<file path="src/hw/rtl/pfe_pkg.sv">
package pfe_pkg;

   localparam int unsigned CHAN_W   = 8;
   localparam int unsigned FMT_W    = 3;
   localparam int unsigned CSR_IDX_W = 3;
   localparam int unsigned CSR_DAT_W = 8;
   localparam int unsigned PACK_W   = 32;
   localparam int unsigned COUNT_W  = 3;
   localparam int unsigned QMUL_W   = 6;

   typedef enum logic [FMT_W-1:0] {
      PIX_RGB888   = 3'd0,
      PIX_RGB565   = 3'd1,
      PIX_RGB332   = 3'd2,
      PIX_ARGB8888 = 3'd3,
      PIX_ARGB8565 = 3'd4,
      PIX_ARGB4444 = 3'd5,
      PIX_ARGB2222 = 3'd6
   } fmt_type;

   localparam logic [CSR_IDX_W-1:0] CSR_PIXEL_FORMAT = 3'd0;
   localparam logic [CSR_IDX_W-1:0] CSR_FILL_ENABLE  = 3'd1;
   localparam logic [CSR_IDX_W-1:0] CSR_FILL_RED     = 3'd2;
   localparam logic [CSR_IDX_W-1:0] CSR_FILL_GREEN   = 3'd3;
   localparam logic [CSR_IDX_W-1:0] CSR_FILL_BLUE    = 3'd4;

   // floor(x/255), exact for x below 65280
   function automatic logic [CHAN_W-1:0] div255(input logic [15:0] x);
      logic [16:0] t;
      t = 17'(x) + 17'(x[15:8]) + 17'd1;
      return t[15:8];
   endfunction

endpackage

</file>
<file path="src/hw/rtl/pfe_if.sv">
interface pfe_req_if import pfe_pkg::*; ();
   logic              valid;
   logic              ready;
   logic [CHAN_W-1:0] red;
   logic [CHAN_W-1:0] green;
   logic [CHAN_W-1:0] blue;
   logic [CHAN_W-1:0] alpha;
   logic              last_pixel;

   modport source (output valid, red, green, blue, alpha, last_pixel, input ready);
   modport sink   (input valid, red, green, blue, alpha, last_pixel, output ready);
endinterface

interface pfe_rsp_if import pfe_pkg::*; ();
   logic               valid;
   logic               ready;
   logic [PACK_W-1:0]  packed_bytes;
   logic [COUNT_W-1:0] byte_count;
   logic               last_out;

   modport source (output valid, packed_bytes, byte_count, last_out, input ready);
   modport sink   (input valid, packed_bytes, byte_count, last_out, output ready);
endinterface

interface pfe_csr_if import pfe_pkg::*; ();
   logic                 valid;
   logic                 ready;
   logic [CSR_IDX_W-1:0] index;
   logic [CSR_DAT_W-1:0] wdata;

   modport source (output valid, index, wdata, input ready);
   modport sink   (input valid, index, wdata, output ready);
endinterface

</file>
<file path="src/hw/rtl/rgba_pixel_format_encoder.sv">
// Channel   Dir  Payload
// req_bus   in   red, green, blue, alpha, last_pixel
// rsp_bus   out  packed_bytes, byte_count, last_out
// csr_bus   in   index, wdata (always ready)
//
// Four register stages: alpha multiply, blend divide, quantize multiply, divide and pack.
// One pixel per clock sustained while rsp_bus.ready holds; an accepted beat passes through
// the s1, s2, s3 and s4 registers in order before rsp_bus.valid presents it.
// Each stage holds its beat while the one after it is full and stalled.
// Reset (synchronous) empties the pipe and clears all csr registers.
module rgba_pixel_format_encoder import pfe_pkg::*; (
   input  logic       clock,
   input  logic       reset,
   pfe_req_if.sink    req_bus,
   pfe_rsp_if.source  rsp_bus,
   pfe_csr_if.sink    csr_bus
);

   // ---------------- csr registers ----------------
   fmt_type           fmt_ff;
   logic              fill_en_ff;
   logic [CHAN_W-1:0] fill_ff [3];

   assign csr_bus.ready = 1'b1;

   always_ff @(posedge clock) begin
      if (reset) begin
         fmt_ff     <= PIX_RGB888;
         fill_en_ff <= 1'b0;
         fill_ff[0] <= '0;
         fill_ff[1] <= '0;
         fill_ff[2] <= '0;
      end else if (csr_bus.valid) begin
         case (csr_bus.index)
            CSR_PIXEL_FORMAT: fmt_ff     <= fmt_type'(csr_bus.wdata[FMT_W-1:0]);
            CSR_FILL_ENABLE:  fill_en_ff <= csr_bus.wdata[0];
            CSR_FILL_RED:     fill_ff[0] <= csr_bus.wdata;
            CSR_FILL_GREEN:   fill_ff[1] <= csr_bus.wdata;
            CSR_FILL_BLUE:    fill_ff[2] <= csr_bus.wdata;
            default: ;
         endcase
      end
   end

   // ---------------- flow control ----------------
   logic s1_vld_ff, s2_vld_ff, s3_vld_ff, s4_vld_ff;
   logic s1_vld_in, s2_vld_in, s3_vld_in, s4_vld_in;
   logic rdy1, rdy2, rdy3, rdy4;

   assign rdy4 = !s4_vld_ff || rsp_bus.ready;
   assign rdy3 = !s3_vld_ff || rdy4;
   assign rdy2 = !s2_vld_ff || rdy3;
   assign rdy1 = !s1_vld_ff || rdy2;
   assign req_bus.ready = rdy1;

   assign s1_vld_in = rdy1 ? req_bus.valid : s1_vld_ff;
   assign s2_vld_in = rdy2 ? s1_vld_ff     : s2_vld_ff;
   assign s3_vld_in = rdy3 ? s2_vld_ff     : s3_vld_ff;
   assign s4_vld_in = rdy4 ? s3_vld_ff     : s4_vld_ff;

   always_ff @(posedge clock) begin
      if (reset) begin
         s1_vld_ff <= 1'b0;
         s2_vld_ff <= 1'b0;
         s3_vld_ff <= 1'b0;
         s4_vld_ff <= 1'b0;
      end else begin
         s1_vld_ff <= s1_vld_in;
         s2_vld_ff <= s2_vld_in;
         s3_vld_ff <= s3_vld_in;
         s4_vld_ff <= s4_vld_in;
      end
   end

   // ---------------- stage 1: blend products ----------------
   // Without blending, weight 255 on the pixel and 0 on the fill gives c back.
   logic              blend;
   logic [CHAN_W-1:0] a_eff;
   logic [CHAN_W-1:0] pix [3];
   logic [15:0]       s1_ca_in [3];
   logic [15:0]       s1_fa_in [3];
   logic [15:0]       s1_ca_ff [3];
   logic [15:0]       s1_fa_ff [3];
   logic [CHAN_W-1:0] s1_a_ff;
   logic              s1_last_ff;
   fmt_type           s1_fmt_ff;

   assign pix[0] = req_bus.red;
   assign pix[1] = req_bus.green;
   assign pix[2] = req_bus.blue;

   always_comb begin
      blend = fill_en_ff && (req_bus.alpha != 8'hFF)
              && !(fmt_ff == PIX_ARGB8888 || fmt_ff == PIX_ARGB8565
                   || fmt_ff == PIX_ARGB4444 || fmt_ff == PIX_ARGB2222);
      a_eff = blend ? req_bus.alpha : 8'hFF;
      for (int i = 0; i < 3; i++) begin
         s1_ca_in[i] = 16'(pix[i]) * 16'(a_eff);
         s1_fa_in[i] = 16'(fill_ff[i]) * 16'(8'hFF - a_eff);
      end
   end

   always_ff @(posedge clock) begin
      if (rdy1 && req_bus.valid) begin
         for (int i = 0; i < 3; i++) begin
            s1_ca_ff[i] <= s1_ca_in[i];
            s1_fa_ff[i] <= s1_fa_in[i];
         end
         s1_a_ff    <= req_bus.alpha;
         s1_last_ff <= req_bus.last_pixel;
         s1_fmt_ff  <= fmt_ff;
      end
   end

   // ---------------- stage 2: round((c*a+f*(255-a))/255) ----------------
   logic [CHAN_W-1:0] s2_c_in [3];
   logic [CHAN_W-1:0] s2_c_ff [3];
   logic [CHAN_W-1:0] s2_a_ff;
   logic              s2_last_ff;
   fmt_type           s2_fmt_ff;

   always_comb begin
      for (int i = 0; i < 3; i++) begin
         // sum stays at or below 255*255, so +127 still fits 16 bits
         s2_c_in[i] = div255(s1_ca_ff[i] + s1_fa_ff[i] + 16'd127);
      end
   end

   always_ff @(posedge clock) begin
      if (rdy2 && s1_vld_ff) begin
         s2_c_ff    <= s2_c_in;
         s2_a_ff    <= s1_a_ff;
         s2_last_ff <= s1_last_ff;
         s2_fmt_ff  <= s1_fmt_ff;
      end
   end

   // ---------------- stage 3: quantize products c*(2^n-1) ----------------
   // lane 0 red, 1 green, 2 blue, 3 alpha
   logic [CHAN_W-1:0] s2_ch [4];
   logic [QMUL_W-1:0] qmax [4];
   logic [13:0]       s3_qp_in [4];
   logic [13:0]       s3_qp_ff [4];
   logic [CHAN_W-1:0] s3_ch_ff [4];
   logic              s3_last_ff;
   fmt_type           s3_fmt_ff;

   assign s2_ch[0] = s2_c_ff[0];
   assign s2_ch[1] = s2_c_ff[1];
   assign s2_ch[2] = s2_c_ff[2];
   assign s2_ch[3] = s2_a_ff;

   always_comb begin
      case (s2_fmt_ff)
         PIX_RGB565, PIX_ARGB8565: begin
            qmax[0] = 6'd31; qmax[1] = 6'd63; qmax[2] = 6'd31; qmax[3] = 6'd0;
         end
         PIX_RGB332: begin
            qmax[0] = 6'd7;  qmax[1] = 6'd7;  qmax[2] = 6'd3;  qmax[3] = 6'd0;
         end
         PIX_ARGB4444: begin
            qmax[0] = 6'd15; qmax[1] = 6'd15; qmax[2] = 6'd15; qmax[3] = 6'd15;
         end
         PIX_ARGB2222: begin
            qmax[0] = 6'd3;  qmax[1] = 6'd3;  qmax[2] = 6'd3;  qmax[3] = 6'd3;
         end
         default: begin
            qmax[0] = 6'd0;  qmax[1] = 6'd0;  qmax[2] = 6'd0;  qmax[3] = 6'd0;
         end
      endcase
      for (int i = 0; i < 4; i++) begin
         s3_qp_in[i] = 14'(s2_ch[i]) * 14'(qmax[i]);
      end
   end

   always_ff @(posedge clock) begin
      if (rdy3 && s2_vld_ff) begin
         s3_qp_ff   <= s3_qp_in;
         s3_ch_ff   <= s2_ch;
         s3_last_ff <= s2_last_ff;
         s3_fmt_ff  <= s2_fmt_ff;
      end
   end

   // ---------------- stage 4: divide and pack ----------------
   logic [CHAN_W-1:0]  q [4];
   logic [15:0]        w565;
   logic [PACK_W-1:0]  s4_pack_in, s4_pack_ff;
   logic [COUNT_W-1:0] s4_cnt_in, s4_cnt_ff;
   logic               s4_last_ff;
   fmt_type            s4_fmt_ff;

   always_comb begin
      for (int i = 0; i < 4; i++) begin
         q[i] = div255(16'(s3_qp_ff[i]) + 16'd127);
      end
      w565 = {q[0][4:0], q[1][5:0], q[2][4:0]};
      case (s3_fmt_ff)
         PIX_RGB565: begin
            s4_pack_in = {16'h0, w565};
            s4_cnt_in  = 3'd2;
         end
         PIX_RGB332: begin
            s4_pack_in = {24'h0, q[0][2:0], q[1][2:0], q[2][1:0]};
            s4_cnt_in  = 3'd1;
         end
         PIX_ARGB8888: begin
            s4_pack_in = {s3_ch_ff[3], s3_ch_ff[0], s3_ch_ff[1], s3_ch_ff[2]};
            s4_cnt_in  = 3'd4;
         end
         PIX_ARGB8565: begin
            s4_pack_in = {8'h0, s3_ch_ff[3], w565};
            s4_cnt_in  = 3'd3;
         end
         PIX_ARGB4444: begin
            s4_pack_in = {16'h0, q[3][3:0], q[0][3:0], q[1][3:0], q[2][3:0]};
            s4_cnt_in  = 3'd2;
         end
         PIX_ARGB2222: begin
            s4_pack_in = {24'h0, q[3][1:0], q[0][1:0], q[1][1:0], q[2][1:0]};
            s4_cnt_in  = 3'd1;
         end
         default: begin
            // rgb888 and the unused code
            s4_pack_in = {8'h0, s3_ch_ff[0], s3_ch_ff[1], s3_ch_ff[2]};
            s4_cnt_in  = 3'd3;
         end
      endcase
   end

   always_ff @(posedge clock) begin
      if (rdy4 && s3_vld_ff) begin
         s4_pack_ff <= s4_pack_in;
         s4_cnt_ff  <= s4_cnt_in;
         s4_last_ff <= s3_last_ff;
         s4_fmt_ff  <= s3_fmt_ff;
      end
   end

   assign rsp_bus.valid        = s4_vld_ff;
   assign rsp_bus.packed_bytes = s4_pack_ff;
   assign rsp_bus.byte_count   = s4_cnt_ff;
   assign rsp_bus.last_out     = s4_last_ff;

`ifndef ASSERT_OFF
   a_count_range: assert property (@(posedge clock) disable iff (reset)
      rsp_bus.valid |-> (rsp_bus.byte_count != 3'd0 && rsp_bus.byte_count <= 3'd4))
      else $error("byte_count out of range");

   a_upper_zero: assert property (@(posedge clock) disable iff (reset)
      (rsp_bus.valid && rsp_bus.byte_count == 3'd1) |-> (rsp_bus.packed_bytes[31:8] == 24'h0))
      else $error("bytes above byte_count not zero");

   a_four_only_8888: assert property (@(posedge clock) disable iff (reset)
      (rsp_bus.valid && rsp_bus.byte_count == 3'd4) |-> (s4_fmt_ff == PIX_ARGB8888))
      else $error("four bytes for a format other than argb8888");

   a_reset_empty: assert property (@(posedge clock)
      $past(reset) |-> (!rsp_bus.valid && !s1_vld_ff && !s2_vld_ff && !s3_vld_ff))
      else $error("pipe not empty after reset");

   a_full_backpressure: assert property (@(posedge clock) disable iff (reset)
      (s1_vld_ff && s2_vld_ff && s3_vld_ff && s4_vld_ff && !rsp_bus.ready) |-> !req_bus.ready)
      else $error("input taken while pipe full and stalled");
`endif

endmodule

</file>
<file path="src/flat_wrapper.sv">
// flat-port wrapper written by rule: the top's interface ports become plain ports
module rgba_pixel_format_encoder_flat import pfe_pkg::*;
  (clock, reset, req_bus_valid, req_bus_red, req_bus_green, req_bus_blue, req_bus_alpha, req_bus_last_pixel, req_bus_ready, rsp_bus_valid, rsp_bus_packed_bytes, rsp_bus_byte_count, rsp_bus_last_out, rsp_bus_ready, csr_bus_valid, csr_bus_index, csr_bus_wdata, csr_bus_ready);
  pfe_req_if req_bus_i ();
  pfe_rsp_if rsp_bus_i ();
  pfe_csr_if csr_bus_i ();
  input  logic clock;
  input  logic reset;
  input wire logic [$bits(req_bus_i.valid)-1:0] req_bus_valid;
  input wire logic [$bits(req_bus_i.red)-1:0] req_bus_red;
  input wire logic [$bits(req_bus_i.green)-1:0] req_bus_green;
  input wire logic [$bits(req_bus_i.blue)-1:0] req_bus_blue;
  input wire logic [$bits(req_bus_i.alpha)-1:0] req_bus_alpha;
  input wire logic [$bits(req_bus_i.last_pixel)-1:0] req_bus_last_pixel;
  output wire logic [$bits(req_bus_i.ready)-1:0] req_bus_ready;
  output wire logic [$bits(rsp_bus_i.valid)-1:0] rsp_bus_valid;
  output wire logic [$bits(rsp_bus_i.packed_bytes)-1:0] rsp_bus_packed_bytes;
  output wire logic [$bits(rsp_bus_i.byte_count)-1:0] rsp_bus_byte_count;
  output wire logic [$bits(rsp_bus_i.last_out)-1:0] rsp_bus_last_out;
  input wire logic [$bits(rsp_bus_i.ready)-1:0] rsp_bus_ready;
  input wire logic [$bits(csr_bus_i.valid)-1:0] csr_bus_valid;
  input wire logic [$bits(csr_bus_i.index)-1:0] csr_bus_index;
  input wire logic [$bits(csr_bus_i.wdata)-1:0] csr_bus_wdata;
  output wire logic [$bits(csr_bus_i.ready)-1:0] csr_bus_ready;
  assign req_bus_i.valid = req_bus_valid;
  assign req_bus_i.red = req_bus_red;
  assign req_bus_i.green = req_bus_green;
  assign req_bus_i.blue = req_bus_blue;
  assign req_bus_i.alpha = req_bus_alpha;
  assign req_bus_i.last_pixel = req_bus_last_pixel;
  assign req_bus_ready = req_bus_i.ready;
  assign rsp_bus_valid = rsp_bus_i.valid;
  assign rsp_bus_packed_bytes = rsp_bus_i.packed_bytes;
  assign rsp_bus_byte_count = rsp_bus_i.byte_count;
  assign rsp_bus_last_out = rsp_bus_i.last_out;
  assign rsp_bus_i.ready = rsp_bus_ready;
  assign csr_bus_i.valid = csr_bus_valid;
  assign csr_bus_i.index = csr_bus_index;
  assign csr_bus_i.wdata = csr_bus_wdata;
  assign csr_bus_ready = csr_bus_i.ready;
  rgba_pixel_format_encoder u_core (.clock(clock), .reset(reset), .req_bus(req_bus_i), .rsp_bus(rsp_bus_i), .csr_bus(csr_bus_i));
endmodule
</file>
<file path="config.mk">
export PLATFORM = sky130hd
export DESIGN_NAME = rgba_pixel_format_encoder_flat
export DESIGN_NICKNAME = d
export VERILOG_FILES = /design/src/hw/rtl/pfe_pkg.sv /design/src/hw/rtl/pfe_if.sv /design/src/hw/rtl/rgba_pixel_format_encoder.sv /design/src/flat_wrapper.sv
export SDC_FILE = /design/constraint.sdc
export NUM_CORES = 2
export LEC_CHECK = 0
export BUFFER_PORTS_ARGS = -buffer_cell sky130_fd_sc_hd__buf_2
export CAP_MARGIN = 20
export CORE_MARGIN = 4
export CORE_UTILIZATION = 30
export CTS_CLUSTER_DIAMETER = 100
export DETAILED_ROUTE_END_ITERATION = 10
export SYNTH_ARGS = -nofsm -noshare
export SYNTH_HDL_FRONTEND = slang
export SYNTH_SLANG_ARGS = --single-unit
</file>
<file path="constraint.sdc">
create_clock -name clock -period 10.55 [get_ports clock]
set_clock_uncertainty 0.15 [all_clocks]
set_input_delay 1.055 -clock clock [delete_from_list [all_inputs] [get_ports clock]]
set_output_delay 1.055 -clock clock [all_outputs]
set_load 0.005 [all_outputs]
</file>
## After elaboration in Yosys (flattened, before gate mapping)

Memory sizes are Yosys's and may differ from the RTL's.
Cells that the tools add are included.

| word-level totals | value |
|---|---|
| word-level logic and storage cells | 136 |
| memories kept | 3 |
| register bits after elaboration | 184 |
| memory bits (writable) | 120 |

Memory list:

| memory | depth | bits a word | rd ports | clocked after memory_dff | wr ports | line | RTL |
|---|---|---|---|---|---|---|---|
| u_core.s1_ca_ff | 3 | 16 | 3 | 0 | 3 | rgba_pixel_format_encoder.sv:82 | `logic [15:0] s1_ca_ff [3];` |
| u_core.s1_fa_ff | 3 | 16 | 3 | 0 | 3 | rgba_pixel_format_encoder.sv:83 | `logic [15:0] s1_fa_ff [3];` |
| u_core.fill_ff | 3 | 8 | 3 | 0 | 3 | rgba_pixel_format_encoder.sv:22 | `logic [CHAN_W-1:0] fill_ff [3];` |

| cells by class | value |
|---|---|
| bitwise operators | 3 |
| multipliers | 10 |
| equality and inequality tests | 20 |
| muxes and demuxes | 23 |
| add/sub/neg operators | 25 |
| reductions and logical operators | 24 |

Operators with widths:

| kind | count |
|---|---|
| $pmux 32 s6 | 1 |
| $pmux 23 s4 | 1 |
| $add 14x7->15 const B | 4 |
| $add 16x1->16 const B | 3 |
| $add 16x16->16 | 3 |
| $add 16x7->16 const B | 3 |
| $add 16x8->16 | 3 |
| $mul 8x16->16 | 3 |
| $mul 8x8->16 | 3 |
| $mul 8x6->14 | 3 |
| $mux 8 | 4 |
| $eq 3x3->1 const B | 10 |
| $add 13x1->13 const B | 2 |
| $add 13x7->13 | 2 |
| $eq 3x2->1 const B | 6 |
| $mux 1 | 16 |
| $add 14x1->14 const B | 1 |
| $add 14x7->14 | 1 |
| $mul 8x5->13 | 1 |
| $add 12x1->12 const B | 1 |
| $add 12x7->12 | 1 |
| $eq 3x1->1 const B | 3 |
| $pmux 3 s3 | 1 |
| $sub 8x8->9 const A | 1 |
| other kinds (8) | 28 |

## Depth between registers and ports, before layout

| logic depth | value |
|---|---|
| word-level depth | 9 |
| mapped depth | 23 |
| depth with buffers taken out | 21 |

## Worst setup path after synthesis

Ideal clock, no wire load.

| path | value |
|---|---|
| kind | input-to-reg |
| start point | input port rsp_bus_ready |
| end point | register u_core.s3_ch_ff[0] (netlist name) (enable) |
| required time | 9,724 ps |
| slack | 2,063 ps |
| arrival | 7,660 ps |
| cell stages on the path | 2 |
| path through | nor2b_1 -> a21boi_0 |

| between the ends | value |
|---|---|
| cells in the longest elaborated chain, start to end | 3 |

RTL lines:

| item | line | RTL |
|---|---|---|
| start, declared | flat_wrapper.sv:20 | `input wire logic [$bits(rsp_bus_i.ready)-1:0] rsp_bus_ready;` |
| $logic_or 1x1->1 | rgba_pixel_format_encoder.sv:50 | `assign rdy4 = !s4_vld_ff \|\| rsp_bus.ready;` |
| $logic_or 1x1->1 | rgba_pixel_format_encoder.sv:51 | `assign rdy3 = !s3_vld_ff \|\| rdy4;` |
| $logic_and 1x1->1 | rgba_pixel_format_encoder.sv:177 | `if (rdy3 && s2_vld_ff) begin` |
| end signal, assigned | rgba_pixel_format_encoder.sv:179 | `s3_ch_ff <= s2_ch;` |
| end, declared | rgba_pixel_format_encoder.sv:144 | `logic [CHAN_W-1:0] s3_ch_ff [4];` |

Every way passes these cells.
A chain may end at the register's enable or synchronous reset.

==> key figures <==
Status
  – Status: finished clean

Place
  – DP Area: 34,800 um^2
  – RePlAce Congestion: around 0.8
  – Input/output buffers: 86
  – Detailed Place HPWL: 56,000 um
  – DP Worst Slack: around 3500 ps

Setup path
  – Slowest cell on crit path: o211ai_1
  – CP delay by family, top: adder cells
  – Worst setup SP type: input port
  – Setup CP Type: input port to register
  – Max FO, Critical Path: 24
  – Crit path arrival time: 6650 ps
  – Buf+Inv Stages, Crit Path: 4
  – Reg2reg setup slack: just over 4000 ps
  – Critical Path, Cell by Cell: buf_2, nand4_1, o211ai_1, or2_1, nand2_1, fa_1, fa_1, inv_1, fa_1, inv_1, fa_1, inv_1, ha_1, a21boi_0, o21ai_0, a21oi_1, a41o_1, o41a_1, xnor2_1
  – CP dominant cell by count: fa_1
  – Required time worst endpoint: 10,710 ps
  – Max incr delay on CP: ~850 ps
  – CP endpoint kind: register

Route
  – ANT nets after route: 0
  – DR WL/cell: around 15 um
  – Vias: 22,100
  – Via-to-Cell Ratio: between 4 and 5
  – WL final: 69,700 um
  – TritonRoute pass-1 iters: 5
  – DRC: 0
  – Initial DRC count: 1,072

Synthesis
  – Yosys top cell area share: 0.270
  – Synth Area in Simple Gates: 0.157
  – Yosys top cell by area: edfxtp_1
  – Post-synthesis cell count: between 3,000 and 4,000
  – Yosys warns: 0
  – Compound-cell area share of the yosys netlist: 0.0821
  – Ranking of synthesized cells by area: edfxtp_1 (27%), fa_1 (18%), ha_1 (17%), inv_1 (6.8%), and2_1 (6.4%)
  – Top_reg_cell synth: edfxtp_1
  – Syn Area/Cell: around 10 um^2
  – Number of synthesized flops with an enable pin: 294
  – Ys async rst share: 0
  – Distinct cells, synth: 86
  – Largest family of logic cells by synthesized area: adder cells
  – Post-Synth Adder-Cell Area: 0.351
  – Post-Syn Nets: 4,059
  – Sequential cell area fraction in the yosys report: 0.275
  – Netlist Area Pre-Place: ~33,000 um^2
  – Post-synthesis mux area share: 0.00372
  – XOR/XNOR Fraction of Synth Area: 0.0547
  – Flops & latches, synth: 302

Layout
  – # fillers: around 11,000
  – Final nets: about 4,100
  – Ant. Diodes: 0
  – Layout cells sized above 1: 0.0622
  – Post-route cell area: 36,100 um^2
  – Area Growth Syn to Fin: 10.4%

Timing
  – Crit share post-route: 0.615
  – Tightest Pin Transition: 1080 ps
  – Fin crit period: 6490 ps
  – Min setup slack post-route: 4060 ps
  – Fmax: around 150 MHz
  – Final Hold Fails: 0
  – Pins Over Slew Limit: 0
  – Endpoints failing setup: 0
  – Setup tns final: 0 ps
  – Slew headroom: 0.278
  – RSZ-0062 raised after global routing: no

Pwr
  – Sequential share of power: 0.236
  – Sw Ratio: 0.433
  – Gate power share: 0.613
  – Total chip power: 8.81 mW
  – Static leakage: 16.9 nW
  – Max VDD drop: about 0.15 mV
  – Internal power: 5.00 mW
  – PwrDens: 244 nW/um^2
  – Clk network pwr share: 0.151
  – Psw: 3.81 mW

Floorplanning
  – Die Footprint: 114,000 um^2
  – Die width: 338 um
  – Die height: between 300 and 400 um
  – Initial core utilization: 0.303
  – Core area: 108,000 um^2
  – Top-Level Pins: 88
  – Std-Cell Rows: 120

Global route
  – Overflow after GRT: 0
  – First-pass GRT wire length: 115,000 um
  – Total GRT Usage: 0.125
  – Pin count of the biggest net entering global routing: 75
  – Gr busiest metal: met2
  – Met3 usage: 0.0264
  – Vias in the first global route: approximately 22,000
  – M2 GR Usage: 0.187
  – Initial antenna violation count: 2
  – M1 GR Usage: 0.185

Clock network
  – Bufs on Longest Clock Path: 3
  – Post-CTS Resized: 0
  – Clk root buf: clkbuf_16
  – H-tree level count: 2
  – Num Clock Sinks: around 300
  – Total setup buffers inserted after CTS: 0
  – Worst-Skew Late Latency: 570 ps
  – Hold_buf cts: 0
  – CTS tree: built
  – Total CTS buffers: 37
  – Clock Pin Slew Worst Setup and Hold Paths: 60 ps

Hold path
  – Hold WC Path Type: register to register

Run
  – MaxCap Viol Count: 0
[per-layer routing]
metal | vias up | wire length, um
met5 | - | 0
met4 | 0 | 1230
met3 | 77 | 4230
met2 | 427 | 29100
met1 | 10600 | 35100
li1 | 10900 | -
[through the flow]
stage	hold WS, ps	util	instances
after CTS	274	0.335	4775
after detailed placement	259	0.323	4708
after floorplan	250	-	3269
after global routing	289	0.335	4777
final	272	0.335	4777
after global placement	256	0.323	4708
[state kept, by name (all words and copies together), names as in the netlist, 3 cells and up]
register                     flops
u_core.s2_c_ff                  24
u_core.fmt_ff                    3
u_core.s2_fmt_ff                 3
u_core.s1_fmt_ff                 3
u_core.fill_ff                  24
u_core.s3_qp_ff                 54
u_core.rsp_bus.packed_bytes     32
u_core.s1_fa_ff                 48
u_core.s3_fmt_ff                 3
u_core.rsp_bus.byte_count        3
u_core.s1_ca_ff                 48
u_core.s2_a_ff                   8
u_core.s3_ch_ff                 32
u_core.s1_a_ff                   8
[path summary, 6_finish.rpt]
kind / startpoint / endpoint / depth (start not counted)
min reg2reg: u_core.s2_last_ff / u_core.s3_last_ff / 0
max reg2reg: u_core.fmt_ff[0] / u_core.s1_fa_ff[0][15] / 20
max: req_bus_alpha[3] / u_core.s1_ca_ff[0][47] / 19
min: u_core.s2_last_ff / u_core.s3_last_ff / 0
[cell families (layout without fill, tap and decap cells)]
kind of cell               Yosys count  after routing
xor gates and xnor gates           203            203
buffers and inverters              661            766
and+or+nand+nor                    955            955
adders and majority gates          741            741
DFF                                302            302
AOI/OAI and AO/OA                  394            394
muxes                               12             12
other                                1              1
[power groups by stage]
stage | combinational (mW) | clock, mW | sequential, mW
2_1_floorplan | 4.28 | 0 | 1.97
3_3_place_gp | 5.30 | 0 | 2.10
3_5_place_dp | 5.40 | 0 | 2.10
4_1_cts | 5.44 | 1.37 | 2.08
5_1_grt | 6.26 | 1.43 | 2.11
6_report | 5.40 | 1.33 | 2.08
[cells in the mapped netlist, types with 16 or more instances]
master and instances:
and2_1 336, o21ai_0 62, a211oi_1 17, a21boi_0 16, a21oi_1 102, fa_1 293
clkbuf_1 65, nor2_1 142, nor3_1 39, a21o_1 33, nand2_1 208, edfxtp_1 294
ha_1 448, xnor2_1 146, xor2_1 56, nand3_1 34, or2_2 17, o21bai_1 28
inv_1 595, nor2b_1 75
[final cells by class]
| class | instances | area (um^2) | area share |
|---|---|---|---|
| clock inverters | 28 | 294 | 0.00815 |
| well taps | 1403 | 1760 | 0.0487 |
| clock buffers | 39 | 953 | 0.0264 |
| multi-input cells | 2306 | 21200 | 0.589 |
| inverters | 595 | 2230 | 0.0619 |
| repair buffers | 104 | 591 | 0.0164 |
| flip-flops and latches | 302 | 8990 | 0.249 |
[layout by cell type, fill, tap and decap left out, types with 11 or more instances in the layout]
| cell | count |
|---|---|
| buf_4 | 16 |
| fa_1 | 293 |
| a31oi_1 | 14 |
| or2_2 | 17 |
| clkbuf_16 | 37 |
| a21boi_0 | 15 |
| nand2_1 | 208 |
| o21bai_1 | 28 |
| o21ai_0 | 62 |
| inv_1 | 595 |
| a211oi_1 | 17 |
| xor2_1 | 56 |
| xnor2_1 | 146 |
| buf_2 | 86 |
| a21oi_1 | 101 |
| nor2_1 | 140 |
| nand3_1 | 34 |
| o21a_1 | 15 |
| or3_1 | 12 |
| ha_1 | 448 |
| a21o_1 | 33 |
| edfxtp_1 | 294 |
| and3_1 | 15 |
| nor3_1 | 39 |
| nand2b_1 | 14 |
| nor4_1 | 11 |
| mux2i_1 | 11 |
| and2_1 | 336 |
| nor2b_1 | 73 |
No activity file was read; power rests on OpenSTA's default activity.
